`src/sv/aabb_pkg.sv`:
```
// shared types, constants and helpers for the box physics step block
package aabb_pkg;

   localparam int TABLE_SLOTS  = 16;
   localparam int SLOT_W       = $clog2(TABLE_SLOTS);
   localparam int MAX_SUBSTEPS = 10;
   localparam int STEP_W       = $clog2(MAX_SUBSTEPS + 1);
   localparam int VAL_W        = 24;
   localparam int SIZE_W       = 23;
   localparam int CFG_W        = 16;
   localparam int PEN_W        = 27;
   localparam int SUM_W        = 28;
   localparam int DIV_BITS     = VAL_W;
   localparam int DIV_CNT_W    = $clog2(DIV_BITS);

   localparam logic [1:0] KIND_LOAD  = 2'd0;
   localparam logic [1:0] KIND_SET   = 2'd1;
   localparam logic [1:0] KIND_TICK  = 2'd2;
   localparam logic [1:0] KIND_QUERY = 2'd3;

   localparam logic [1:0] REG_GRAVITY = 2'd0;
   localparam logic [1:0] REG_BODY_W  = 2'd1;
   localparam logic [1:0] REG_BODY_H  = 2'd2;

   localparam logic signed [CFG_W-1:0] GRAVITY_RESET = 16'sd128;
   localparam logic [CFG_W-1:0]        BODY_W_RESET  = 16'd4096;
   localparam logic [CFG_W-1:0]        BODY_H_RESET  = 16'd4096;

   typedef logic signed [VAL_W-1:0] val_type;

   // clamp a wide signed sum to the 24 bit range
   function automatic val_type sat24(input logic signed [SUM_W-1:0] v);
      logic signed [SUM_W-1:0] hi;
      logic signed [SUM_W-1:0] lo;
      hi = SUM_W'(2 ** (VAL_W - 1) - 1);
      lo = -SUM_W'(2 ** (VAL_W - 1));
      if (v > hi) begin
         return val_type'(hi);
      end else if (v < lo) begin
         return val_type'(lo);
      end
      return v[VAL_W-1:0];
   endfunction

endpackage

```
`src/sv/aabb_body_physics_step_top.sv`:
```
// top level of the moving box physics step against a table of static boxes
//
// one moving body box against sixteen static table boxes, all in signed q15.8.
// load and set-body items finish in the cycle of their transfer and give their
// result on the next cycle. a query scans the table one slot a cycle. a tick
// updates x in the cycle of its transfer, finds the substep count by repeated
// add of the body height, then for each of its 1..10 substeps runs two
// divisions on the shared bit serial divider, two saturating adds and a table
// scan in which ST_BOXA skips a disabled slot and takes an enabled one on to
// ST_BOXB (penetrations, then push). the block takes no new item while busy or
// while a result waits on rsp_stall. csr writes are always ready and must come
// only while idle.
module aabb_body_physics_step_top
   import aabb_pkg::*;
(
   input  logic                     clock,
   input  logic                     reset,
   input  logic                     req_valid,
   output logic                     req_stall,
   input  logic [1:0]               req_kind,
   input  logic [3:0]               req_slot,
   input  logic signed [VAL_W-1:0]  req_pos_x,
   input  logic signed [VAL_W-1:0]  req_pos_y,
   input  logic [SIZE_W-1:0]        req_size_w,
   input  logic [SIZE_W-1:0]        req_size_h,
   input  logic                     req_is_trigger,
   input  logic                     req_is_valid,
   input  logic signed [VAL_W-1:0]  req_speed_x,
   input  logic signed [VAL_W-1:0]  req_speed_y,
   output logic                     rsp_valid,
   input  logic                     rsp_stall,
   output logic signed [VAL_W-1:0]  rsp_body_x,
   output logic signed [VAL_W-1:0]  rsp_body_y,
   output logic signed [VAL_W-1:0]  rsp_vel_x,
   output logic signed [VAL_W-1:0]  rsp_vel_y,
   output logic                     rsp_landed,
   output logic                     rsp_bumped_head,
   output logic                     rsp_hit_side,
   output logic                     rsp_touched_trigger,
   output logic                     rsp_hit_found,
   output logic [3:0]               rsp_hit_slot,
   input  logic                     csr_valid,
   output logic                     csr_ready,
   input  logic [1:0]               csr_index,
   input  logic [CFG_W-1:0]         csr_data
);

   // sequencer states
   localparam logic [3:0] ST_IDLE  = 4'd0;
   localparam logic [3:0] ST_STEPS = 4'd1;
   localparam logic [3:0] ST_DIVG  = 4'd2;
   localparam logic [3:0] ST_ADDV  = 4'd3;
   localparam logic [3:0] ST_DIVV  = 4'd4;
   localparam logic [3:0] ST_ADDP  = 4'd5;
   localparam logic [3:0] ST_BOXA  = 4'd6;
   localparam logic [3:0] ST_BOXB  = 4'd7;
   localparam logic [3:0] ST_QUERY = 4'd8;

   localparam logic [SLOT_W-1:0] LAST_SLOT = SLOT_W'(TABLE_SLOTS - 1);

   // static box table, registers read at the sequencer's slot
   logic signed [VAL_W-1:0] box_left_ff   [TABLE_SLOTS];
   logic signed [VAL_W-1:0] box_top_ff    [TABLE_SLOTS];
   logic [SIZE_W-1:0]       box_width_ff  [TABLE_SLOTS];
   logic [SIZE_W-1:0]       box_height_ff [TABLE_SLOTS];
   logic                    box_trigger_ff[TABLE_SLOTS];
   logic [TABLE_SLOTS-1:0]  box_enabled_ff;

   logic [3:0]              state_ff, state_in;
   logic                    rsp_valid_ff, rsp_valid_in;
   logic signed [CFG_W-1:0] gravity_ff;
   logic [CFG_W-1:0]        body_w_ff, body_h_ff;
   val_type                 pos_x_ff, pos_x_in, pos_y_ff, pos_y_in;
   val_type                 spd_x_ff, spd_x_in, spd_y_ff, spd_y_in;
   logic                    landed_ff, landed_in, head_ff, head_in;
   logic                    side_ff, side_in, trig_ff, trig_in;
   logic                    found_ff, found_in;
   logic [SLOT_W-1:0]       hit_slot_ff, hit_slot_in;
   logic [SLOT_W-1:0]       idx_ff, idx_in;
   logic [STEP_W-1:0]       steps_ff, steps_in, sub_ff, sub_in;
   logic [VAL_W:0]          two_avy_ff, two_avy_in;
   logic [VAL_W+1:0]        acc_ff, acc_in;
   logic signed [VAL_W-1:0] qry_x_ff, qry_y_ff;

   // shared bit serial divider (magnitude by steps)
   logic [VAL_W-1:0]        div_mag_ff, div_mag_in;
   logic [STEP_W-1:0]       div_rem_ff, div_rem_in;
   logic [DIV_CNT_W-1:0]    div_cnt_ff, div_cnt_in;
   logic                    div_neg_ff, div_neg_in;

   // penetrations of the current box
   logic signed [PEN_W-1:0] ol_ff, or_ff, ot_ff, ob_ff;
   logic signed [PEN_W-1:0] ol_in, or_in, ot_in, ob_in;

   logic                    req_xfer, rsp_xfer;
   logic [STEP_W:0]         div_try;
   logic                    div_last;
   logic signed [VAL_W:0]   quot;
   logic [VAL_W+1:0]        acc_next;
   logic signed [PEN_W-1:0] mx, my;
   logic signed [PEN_W-1:0] cur_l, cur_t, cur_r, cur_b, bx, by;
   logic signed [PEN_W-1:0] qx, qy;
   logic                    contains;
   val_type                 grav_ext, vy_new, abs_src;
   logic                    substep_last;

   assign req_stall = (state_ff != ST_IDLE) || rsp_valid_ff;
   assign req_xfer  = req_valid && !req_stall;
   assign rsp_xfer  = rsp_valid_ff && !rsp_stall;
   assign csr_ready = 1'b1;

   // one restoring step of the divider
   assign div_try  = {div_rem_ff, div_mag_ff[VAL_W-1]};
   assign div_last = (div_cnt_ff == DIV_CNT_W'(DIV_BITS - 1));
   assign quot     = div_neg_ff ? -$signed({1'b0, div_mag_ff}) : $signed({1'b0, div_mag_ff});

   assign acc_next = acc_ff + (VAL_W + 2)'(body_h_ff);
   assign grav_ext = VAL_W'(gravity_ff);

   // current table entry at full precision
   assign cur_l = PEN_W'(box_left_ff[idx_ff]);
   assign cur_t = PEN_W'(box_top_ff[idx_ff]);
   assign cur_r = cur_l + $signed({4'd0, box_width_ff[idx_ff]});
   assign cur_b = cur_t + $signed({4'd0, box_height_ff[idx_ff]});
   assign bx    = PEN_W'(pos_x_ff);
   assign by    = PEN_W'(pos_y_ff);
   assign qx    = PEN_W'(qry_x_ff);
   assign qy    = PEN_W'(qry_y_ff);
   assign contains = (qx >= cur_l) && (qx <= cur_r) && (qy >= cur_t) && (qy <= cur_b);

   assign mx = (ol_ff < or_ff) ? ol_ff : or_ff;
   assign my = (ot_ff < ob_ff) ? ot_ff : ob_ff;
   assign substep_last = (sub_ff == steps_ff - STEP_W'(1));

   // query point held for the table scan
   always_ff @(posedge clock) begin
      if (req_xfer) begin
         qry_x_ff <= req_pos_x;
         qry_y_ff <= req_pos_y;
      end
   end

   always_comb begin
      state_in     = state_ff;
      rsp_valid_in = rsp_valid_ff && !rsp_xfer;
      pos_x_in     = pos_x_ff;
      pos_y_in     = pos_y_ff;
      spd_x_in     = spd_x_ff;
      spd_y_in     = spd_y_ff;
      landed_in    = landed_ff;
      head_in      = head_ff;
      side_in      = side_ff;
      trig_in      = trig_ff;
      found_in     = found_ff;
      hit_slot_in  = hit_slot_ff;
      idx_in       = idx_ff;
      steps_in     = steps_ff;
      sub_in       = sub_ff;
      two_avy_in   = two_avy_ff;
      acc_in       = acc_ff;
      div_mag_in   = div_mag_ff;
      div_rem_in   = div_rem_ff;
      div_cnt_in   = div_cnt_ff;
      div_neg_in   = div_neg_ff;
      ol_in        = ol_ff;
      or_in        = or_ff;
      ot_in        = ot_ff;
      ob_in        = ob_ff;
      vy_new       = '0;
      abs_src      = '0;

      case (state_ff)
         ST_IDLE: begin
            if (req_xfer) begin
               landed_in   = 1'b0;
               head_in     = 1'b0;
               side_in     = 1'b0;
               trig_in     = 1'b0;
               found_in    = 1'b0;
               hit_slot_in = '0;
               idx_in      = '0;
               sub_in      = '0;
               acc_in      = '0;
               steps_in    = '0;
               case (req_kind)
                  KIND_SET: begin
                     pos_x_in     = req_pos_x;
                     pos_y_in     = req_pos_y;
                     spd_x_in     = req_speed_x;
                     spd_y_in     = req_speed_y;
                     rsp_valid_in = 1'b1;
                  end
                  KIND_TICK: begin
                     pos_x_in   = sat24(SUM_W'(pos_x_ff) + SUM_W'(spd_x_ff));
                     two_avy_in = spd_y_ff[VAL_W-1] ?
                                  (VAL_W + 1)'(-SUM_W'(spd_y_ff)) << 1 :
                                  (VAL_W + 1)'(spd_y_ff) << 1;
                     if (body_h_ff == '0) begin
                        steps_in = STEP_W'(MAX_SUBSTEPS);
                        state_in = ST_DIVG;
                     end else begin
                        state_in = ST_STEPS;
                     end
                     div_mag_in = grav_ext[VAL_W-1] ? VAL_W'(-grav_ext) : VAL_W'(grav_ext);
                     div_neg_in = grav_ext[VAL_W-1];
                     div_rem_in = '0;
                     div_cnt_in = '0;
                  end
                  KIND_QUERY: begin
                     state_in = ST_QUERY;
                  end
                  default: begin
                     // table load is written in the table block
                     rsp_valid_in = 1'b1;
                  end
               endcase
            end
         end
         ST_STEPS: begin
            // count multiples of the height that fit in twice the speed
            if ((acc_next > (VAL_W + 2)'(two_avy_ff)) ||
                (steps_ff == STEP_W'(MAX_SUBSTEPS - 1))) begin
               steps_in = steps_ff + STEP_W'(1);
               state_in = ST_DIVG;
            end else begin
               acc_in   = acc_next;
               steps_in = steps_ff + STEP_W'(1);
            end
         end
         ST_DIVG, ST_DIVV: begin
            if (div_try >= (STEP_W + 1)'(steps_ff)) begin
               div_rem_in = STEP_W'(div_try - (STEP_W + 1)'(steps_ff));
               div_mag_in = {div_mag_ff[VAL_W-2:0], 1'b1};
            end else begin
               div_rem_in = STEP_W'(div_try);
               div_mag_in = {div_mag_ff[VAL_W-2:0], 1'b0};
            end
            div_cnt_in = div_cnt_ff + DIV_CNT_W'(1);
            if (div_last) begin
               state_in = (state_ff == ST_DIVG) ? ST_ADDV : ST_ADDP;
            end
         end
         ST_ADDV: begin
            vy_new     = sat24(SUM_W'(spd_y_ff) + SUM_W'(quot));
            spd_y_in   = vy_new;
            abs_src    = vy_new;
            div_mag_in = abs_src[VAL_W-1] ? VAL_W'(-abs_src) : VAL_W'(abs_src);
            div_neg_in = abs_src[VAL_W-1];
            div_rem_in = '0;
            div_cnt_in = '0;
            state_in   = ST_DIVV;
         end
         ST_ADDP: begin
            pos_y_in = sat24(SUM_W'(pos_y_ff) + SUM_W'(quot));
            idx_in   = '0;
            state_in = ST_BOXA;
         end
         ST_BOXA: begin
            if (box_enabled_ff[idx_ff]) begin
               ol_in    = bx + PEN_W'(body_w_ff) - cur_l;
               or_in    = cur_r - bx;
               ot_in    = by + PEN_W'(body_h_ff) - cur_t;
               ob_in    = cur_b - by;
               state_in = ST_BOXB;
            end else if (idx_ff != LAST_SLOT) begin
               idx_in = idx_ff + SLOT_W'(1);
            end else if (substep_last) begin
               rsp_valid_in = 1'b1;
               state_in     = ST_IDLE;
            end else begin
               sub_in     = sub_ff + STEP_W'(1);
               div_mag_in = grav_ext[VAL_W-1] ? VAL_W'(-grav_ext) : VAL_W'(grav_ext);
               div_neg_in = grav_ext[VAL_W-1];
               div_rem_in = '0;
               div_cnt_in = '0;
               state_in   = ST_DIVG;
            end
         end
         ST_BOXB: begin
            // open overlap: every penetration strictly positive
            if ((ol_ff > 0) && (or_ff > 0) && (ot_ff > 0) && (ob_ff > 0)) begin
               hit_slot_in = idx_ff;
               if (box_trigger_ff[idx_ff]) begin
                  trig_in = 1'b1;
               end else if (my < mx) begin
                  spd_y_in = '0;
                  if (ot_ff < ob_ff) begin
                     pos_y_in  = sat24(SUM_W'(pos_y_ff) - SUM_W'(ot_ff));
                     landed_in = 1'b1;
                  end else begin
                     pos_y_in = sat24(SUM_W'(pos_y_ff) + SUM_W'(ob_ff));
                     head_in  = 1'b1;
                  end
               end else begin
                  if (ol_ff < or_ff) begin
                     pos_x_in = sat24(SUM_W'(pos_x_ff) - SUM_W'(ol_ff));
                  end else begin
                     pos_x_in = sat24(SUM_W'(pos_x_ff) + SUM_W'(or_ff));
                  end
                  spd_x_in = '0;
                  side_in  = 1'b1;
               end
            end
            if (idx_ff != LAST_SLOT) begin
               idx_in   = idx_ff + SLOT_W'(1);
               state_in = ST_BOXA;
            end else if (substep_last) begin
               rsp_valid_in = 1'b1;
               state_in     = ST_IDLE;
            end else begin
               sub_in     = sub_ff + STEP_W'(1);
               div_mag_in = grav_ext[VAL_W-1] ? VAL_W'(-grav_ext) : VAL_W'(grav_ext);
               div_neg_in = grav_ext[VAL_W-1];
               div_rem_in = '0;
               div_cnt_in = '0;
               state_in   = ST_DIVG;
            end
         end
         ST_QUERY: begin
            // closed containment, lowest slot wins
            if (box_enabled_ff[idx_ff] && contains) begin
               found_in     = 1'b1;
               hit_slot_in  = idx_ff;
               rsp_valid_in = 1'b1;
               state_in     = ST_IDLE;
            end else if (idx_ff == LAST_SLOT) begin
               rsp_valid_in = 1'b1;
               state_in     = ST_IDLE;
            end else begin
               idx_in = idx_ff + SLOT_W'(1);
            end
         end
         default: begin
            state_in = ST_IDLE;
         end
      endcase
   end

   // control and architectural state
   always_ff @(posedge clock) begin
      if (reset) begin
         state_ff       <= ST_IDLE;
         rsp_valid_ff   <= 1'b0;
         box_enabled_ff <= '0;
         gravity_ff     <= GRAVITY_RESET;
         body_w_ff      <= BODY_W_RESET;
         body_h_ff      <= BODY_H_RESET;
         pos_x_ff       <= '0;
         pos_y_ff       <= '0;
         spd_x_ff       <= '0;
         spd_y_ff       <= '0;
      end else begin
         state_ff     <= state_in;
         rsp_valid_ff <= rsp_valid_in;
         pos_x_ff     <= pos_x_in;
         pos_y_ff     <= pos_y_in;
         spd_x_ff     <= spd_x_in;
         spd_y_ff     <= spd_y_in;
         if (req_xfer && (req_kind == KIND_LOAD)) begin
            box_enabled_ff[req_slot] <= req_is_valid;
         end
         if (csr_valid && csr_ready) begin
            case (csr_index)
               REG_GRAVITY: gravity_ff <= csr_data;
               REG_BODY_W:  body_w_ff  <= csr_data;
               REG_BODY_H:  body_h_ff  <= csr_data;
               default: begin
               end
            endcase
         end
      end
   end

   // table payload and working registers
   always_ff @(posedge clock) begin
      if (req_xfer && (req_kind == KIND_LOAD)) begin
         box_left_ff[req_slot]    <= req_pos_x;
         box_top_ff[req_slot]     <= req_pos_y;
         box_width_ff[req_slot]   <= req_size_w;
         box_height_ff[req_slot]  <= req_size_h;
         box_trigger_ff[req_slot] <= req_is_trigger;
      end
      landed_ff   <= landed_in;
      head_ff     <= head_in;
      side_ff     <= side_in;
      trig_ff     <= trig_in;
      found_ff    <= found_in;
      hit_slot_ff <= hit_slot_in;
      idx_ff      <= idx_in;
      steps_ff    <= steps_in;
      sub_ff      <= sub_in;
      two_avy_ff  <= two_avy_in;
      acc_ff      <= acc_in;
      div_mag_ff  <= div_mag_in;
      div_rem_ff  <= div_rem_in;
      div_cnt_ff  <= div_cnt_in;
      div_neg_ff  <= div_neg_in;
      ol_ff       <= ol_in;
      or_ff       <= or_in;
      ot_ff       <= ot_in;
      ob_ff       <= ob_in;
   end

   // result fields hold while the transfer waits, input is stalled meanwhile
   assign rsp_valid           = rsp_valid_ff;
   assign rsp_body_x          = pos_x_ff;
   assign rsp_body_y          = pos_y_ff;
   assign rsp_vel_x           = spd_x_ff;
   assign rsp_vel_y           = spd_y_ff;
   assign rsp_landed          = landed_ff;
   assign rsp_bumped_head     = head_ff;
   assign rsp_hit_side        = side_ff;
   assign rsp_touched_trigger = trig_ff;
   assign rsp_hit_found       = found_ff;
   assign rsp_hit_slot        = 4'(hit_slot_ff);

endmodule

```
`config.mk`:
```
export PLATFORM = sky130hd
export DESIGN_NAME = aabb_body_physics_step_top
export DESIGN_NICKNAME = d
export VERILOG_FILES = /design/src/sv/aabb_pkg.sv /design/src/sv/aabb_body_physics_step_top.sv
export SDC_FILE = /design/constraint.sdc
export NUM_CORES = 2
export LEC_CHECK = 0
export BUFFER_PORTS_ARGS = -buffer_cell sky130_fd_sc_hd__buf_2
export CAP_MARGIN = 20
export CORE_AREA = 2 2 412 618
export CTS_CLUSTER_DIAMETER = 200
export DETAILED_ROUTE_END_ITERATION = 8
export DIE_AREA = 0 0 414 620
export GPL_TIMING_DRIVEN = 0
export PLACE_DENSITY = 0.58
export SYNTH_ARGS = -nofsm -noshare
export SYNTH_HDL_FRONTEND = slang
export SYNTH_SLANG_ARGS = --single-unit
```
`constraint.sdc`:
```
create_clock -name clock -period 9.6 [get_ports clock]
set_input_delay 1.44 -clock clock [delete_from_list [all_inputs] [get_ports clock]]
set_output_delay 1.44 -clock clock [all_outputs]
set_load 0.02 [all_outputs]
```
Yosys cells after proc, flatten, opt, wreduce, memory -nomap -nowiden
Memory sizes are Yosys's and may differ from the RTL's. A register that Yosys moved wholly into a read port is not among the register bits.
Cells that the tools add are included.
{ "totals": {"out_inout_bits": 108, "wordCells": 380, "mem_count": 5, "inputBits": 173, "ramBits": 1520, "register_bits": 423} }
{ "memory_table": {"columns": ["name", "words", "width", "rd", "rd_clocked_by_memory_dff", "wr", "line", "text"], "rows": [
  ["box_left_ff", 16, 24, 1, 1, 1, "aabb_body_physics_step_top.sv:62", "logic signed [VAL_W-1:0] box_left_ff [TABLE_SLOTS];"],
  ["box_top_ff", 16, 24, 1, 1, 1, "aabb_body_physics_step_top.sv:63", "logic signed [VAL_W-1:0] box_top_ff [TABLE_SLOTS];"],
  ["box_height_ff", 16, 23, 1, 1, 1, "aabb_body_physics_step_top.sv:65", "logic [SIZE_W-1:0] box_height_ff [TABLE_SLOTS];"],
  ["box_width_ff", 16, 23, 1, 1, 1, "aabb_body_physics_step_top.sv:64", "logic [SIZE_W-1:0] box_width_ff [TABLE_SLOTS];"],
  ["box_trigger_ff", 16, 1, 1, 1, 1, "aabb_body_physics_step_top.sv:66", "logic box_trigger_ff[TABLE_SLOTS];"]
]} }
{ "op_classes": {"eq_ne": 39, "addsub": 26, "magnitude_cmp": 30, "n_reduce_logical": 56, "n_mux": 192} }
{ "op_table": {"columns": ["cell", "n"], "rows": [
  ["$mux W24", 51],
  ["$pmux W24 S2", 3],
  ["$pmux W24 S3", 2],
  ["$mux W4", 32],
  ["$pmux W24 S5", 1],
  ["$gt A28 B24 Y1 const B", 4],
  ["$lt A28 B24 Y1 const B", 4],
  ["$gt A26 B1 Y1 const B", 4],
  ["$sub A25 B24 Y26", 4],
  ["$add A24 B24 Y25", 3],
  ["$mux W1", 71],
  ["$add A24 B26 Y27", 2],
  ["$mux W27", 2],
  ["$sub A24 B26 Y27", 2],
  ["$add A24 B25 Y26", 2],
  ["$gt A26 B24 Y1 const B", 2],
  ["$lt A26 B24 Y1 const B", 2],
  ["$lt A26 B26 Y1", 2],
  ["$mux W26", 2],
  ["$pmux W26 S2", 1],
  ["$add A24 B17 Y25", 2],
  ["$le A24 B25 Y1", 2],
  ["$ge A24 B24 Y1", 2],
  ["$neg A24 Y24", 2],
  ["other kinds (57)", 139]
]} }

Logic depth before layout (Yosys ltp)
{ "depth": {"ltp_word": 15, "ltp_mapped": 32, "depth_no_buf": 28} }

Least setup slack after synthesis
OpenSTA, ideal clock, no wires.
{ "synth_timing": {"path_type": "input-to-reg", "from": "input port req_valid", "to": "register box_enabled_ff[0]", "arrival_time_ns": 10.133, "cell_stages": 10, "setup_ns": 0.128, "t_required_ns": 9.472, "n_path_buf": 2, "slack_ns": -0.661, "cell_sequence": "inv_1 > or3_1 > buf_2 > clkinv_2 > nand2_1 > or3_1 > clkbuf_1 > nor3_1 > mux2i_1 > nor2_1"} }
{ "synth_via": {"elab_chain_len": 2} }
{ "synth_rtl": {"columns": ["item", "line", "text"], "rows": [
  ["from (decl)", "aabb_body_physics_step_top.sv:18", "input logic req_valid,"],
  ["$logic_and A1 B1 Y1", "aabb_body_physics_step_top.sv:108", "assign req_xfer = req_valid && !req_stall;"],
  ["named net req_xfer", "aabb_body_physics_step_top.sv:95", "logic req_xfer, rsp_xfer;"],
  ["$logic_and A1 B1 Y1", "aabb_body_physics_step_top.sv:359", "if (req_xfer && (req_kind == KIND_LOAD)) begin"],
  ["to (signal, indexed assignment)", "aabb_body_physics_step_top.sv:360", "box_enabled_ff[req_slot] <= req_is_valid;"],
  ["to (decl)", "aabb_body_physics_step_top.sv:67", "logic [TABLE_SLOTS-1:0] box_enabled_ff;"]
]} }
The timed path passes the listed nets, and every way through them passes these cells.
A chain may end at the register's enable or synchronous reset.

==> summary.md <==
| Metric | Value |
|---|---|
| Skew final | `~84 ps` |
| DR pass1 iterations | `6` |
| Hpwl dp | `~270000 microns` |
| Hold Path Depth | `2` |
| Critical-path top delay cell | `clkdlybuf4s15_1` |
| Placed cell areas | `109000 sq um` |
| Post-route ant nets | `0` |
| Total Wirelength | `344000 microns` |
| Yosys top cell area share | `53.3%` |
| Routed WL per cell | `30.3 microns` |
| Hold_buf cts | `0` |
| DR iter-0 viols | `between 5000 and 6000` |
| Synth Area in Compound Gates | `between 10 and 15%` |
| Post-synthesis sequential area ratio | `a little under three fifths` |
| Final Hold Viols | `0` |
| Die Y-Extent | `620 microns` |
| Clk buf depth | `4` |
| Starting Density | `39.8%` |
| RSZ-0062 raised after global routing | `yes` |
| H-Tree Depth | `4` |
| RePlAce Congestion | `0.997` |
| Slew Viols, Final | `0` |
| Gr usage total | `26.2%` |
| Pin count of the biggest net entering global routing | `57` |
| Register-to-Register Path Depth | `28` |
| Share of cells above drive strength 1 | `16.6%` |
| Syn-to-layout area delta | `14.6%` |
| Fin crit period | `9230 ps` |
| Final total power | `about 35000 uW` |
| Cell with the most instances after synthesis | `edfxtp_1` |
| Nets@finish | `8681` |
| Area leader, netlist | `edfxtp_1` |
| CP Data Required Time | `approximately 10000 ps` |
| Vias | `66900` |
| Fin Hold WS | `460 ps` |
| Worst reg2reg setup slack | `around 370 ps` |
| Largest cells by area after synthesis | `edfxtp_1 (53%), mux4_2 (11%), ha_1 (7.2%)` |
| Root Buffer | `clkbuf_16` |
| Number of global-route vias before repair | `67700` |
| Slew headroom | `roughly 23%` |
| Worst slack, placed | `-1640 ps` |
| Clock Sink Count | `between 1500 and 2000` |
| DR vias/cell | `5.90` |
| Syn_nets | `8075` |
| Io pins | `281` |
| Clk slew on worst S/H paths | `60 ps` |
| Worst path max stage delay | `approximately 800 ps` |
| XOR/XNOR Fraction of Synth Area | `3.28%` |
| Hold Crit Start | `body_w_ff[3]` |
| Final Worst Setup Slack | `372 ps` |
| Final Cell Area | `115000 sq um` |
| Worst path arrival time | `9930 ps` |
| Post-Route Utilization | `45.6%` |
| CORE AREA | `252000 sq um` |
| Post-synthesis simple-gate area fraction | `6.95%` |
| Initial antenna violation count | `48` |
| Outcome | `completed` |
| Port Buffers | `279` |
| Power per Cell Area | `302 nW/um^2` |
| Post-synth top cells | `edfxtp_1 (1777), ha_1 (575), inv_1 (481)` |
| Clk Latency, worst-skew pair | `870 ps` |
| Crit end category | `flip-flop` |
| TritonCTS Buffers | `188` |
| Residual DRC | `0` |
| Post-synth EDFFs | `1777` |
| #FFs+latches synth | `1946` |
| TritonCTS clock tree | `yes` |
| Crit Path Category | `flip-flop to flip-flop` |
| Die area | `roughly 260000 sq um` |
| Tightest Pin Transition | `1150 ps` |
| Synthesized area | `100000 sq um` |
| Largest family of logic cells by synthesized area | `multiplexers` |
| Crit start category | `flip-flop` |
| Worst reg2reg endpoint | `state_ff[2]` |
| Mean Syn Cell Area | `13.8 sq um` |
| Mux share of post-synthesis cell area | `11.3%` |
| Max cap viols | `0` |
| Hold WC Path Type | `flip-flop to flip-flop` |
| Synth warn | `0` |
| Adder-Cell Fraction of Synth Area | `8.12%` |
| Lkg Pwr | `0.0411 uW` |
| Final setup vio count | `0` |
| Peak VDD IR | `0.159 mV` |
| Total grt overflow | `0` |
| Hold endpoint | `body_w_ff[3]` |
| FP Rows | `226` |
| Global-route wire length before repair | `483000 microns` |
| Max FO, Critical Path | `10` |
| Primary FF master, synth | `edfxtp_1` |
| Period utilization | `96.1%` |
| Synth async-reset ratio | `0%` |
| FMAX | `between 100 and 150 MHz` |
| Synth cell types | `roughly 110` |
| Die Wd | `between 400 and 500 microns` |
| Gate Count Post-Synth | `7282` |
-- registers in the layout, indices dropped and copies added, names as in the netlist, 26 cells and up, named ones only --
register,flops
box_left_ff,384
box_top_ff,384
box_height_ff,368
box_width_ff,368
acc_ff,26
ob_ff,26
ol_ff,26
or_ff,26
ot_ff,26
-- metal layers --
layer  up-vias  GRT usage (%)  wire length (microns)
li1      29700              -                      -
met1     34200           28.8                 123000
met2      2215           47.7                 177000
met3       766           3.91                  18600
met4        54           16.2                  24500
met5         -              0                    329
-- report_power, final --
group	total, uW	internal (uW)	switching, uW
registers	10800	10100	615
clock network	7370	4110	3250
logic	16500	6430	10100
total	34600	20700	13900
-- stage by stage --
stage	cells	TNS, ps
finish	11300	0
global route	11300	-267
CTS	11300	0
detailed placement	11000	-21920
global placement	10900	-6137490
floorplan	7282	0
-- critical path: cells and delay by family (launching register included) --
kind / cells / cell delay (ps)
AO/OA/AOI/OAI: 13 / 3890
multiplexers: 3 / 1240
adder cells (fa/ha/maj): 2 / 660
XOR/XNOR: 1 / 150
buffers and inverters: 3 / 1560
AND/OR/NAND/NOR: 6 / 960
flip-flops: 1 / 590
-- timing repair --
| action | CTS | global route |
|---|---|---|
| setup buffers | 1 | 0 |
| pin swaps | 1 | 0 |
| endpoints found under the setup margin | 18 | 17 |
| resized for setup | 52 | 48 |
-- final cells by class --
cell class / count / area, sq um
Fill cell: 22300 / 137000
Sequential cell: 1946 / 56700
Multi-Input combinational cell: 4593 / 40800
Clock buffer: 234 / 5040
Timing Repair Buffer: 418 / 4230
Tap cell: 3306 / 4140
Inverter: 483 / 1820
Buffer: 258 / 1140
Clock inverter: 88 / 823
Antenna cell: 14 / 35.0
-- kinds of logic (layout without fill, tap and decap cells) --
logic type	after synthesis	count (layout)
AND/OR/NAND/NOR	1412	1412
multiplexers	530	530
buffers and inverters	743	1481
AO/OA/AOI/OAI	1651	1651
flip-flops	1946	1946
other	1	15
XOR/XNOR	375	375
adder cells (fa/ha/maj)	624	624
-- placed cells by master (no fill, tap or decap), types with 51 or more instances in the layout --
| cell | instances |
|---|---|
| xnor2_1 | 266 |
| nand3_1 | 117 |
| and3_1 | 51 |
| o21ai_0 | 331 |
| nand4_1 | 61 |
| buf_2 | 314 |
| or3_1 | 54 |
| o21a_1 | 77 |
| o211ai_1 | 57 |
| xor2_1 | 109 |
| clkbuf_16 | 193 |
| nor2b_1 | 80 |
| dfxtp_1 | 169 |
| edfxtp_1 | 1777 |
| ha_1 | 575 |
| a211oi_1 | 80 |
| nor2_1 | 308 |
| inv_1 | 480 |
| nand2b_1 | 70 |
| a21o_1 | 150 |
| o31ai_1 | 55 |
| a21oi_1 | 448 |
| mux4_2 | 480 |
| nor3_1 | 109 |
| clkbuf_1 | 183 |
| nand2_1 | 377 |
-- worst max path at each step --
stage | end | slack (ps) | depth (start not counted)
floorplan | flip-flop | 1480 | 29
global placement | box_left_ff[8][4] | -4600 | 9
detailed placement | idx_ff[3] | -1640 | 29
CTS | state_ff[2] | 5 | 29
global route | flip-flop | -50 | 31
finish | state_ff[2] | 370 | 28
(Power assumes the default switching activity.)
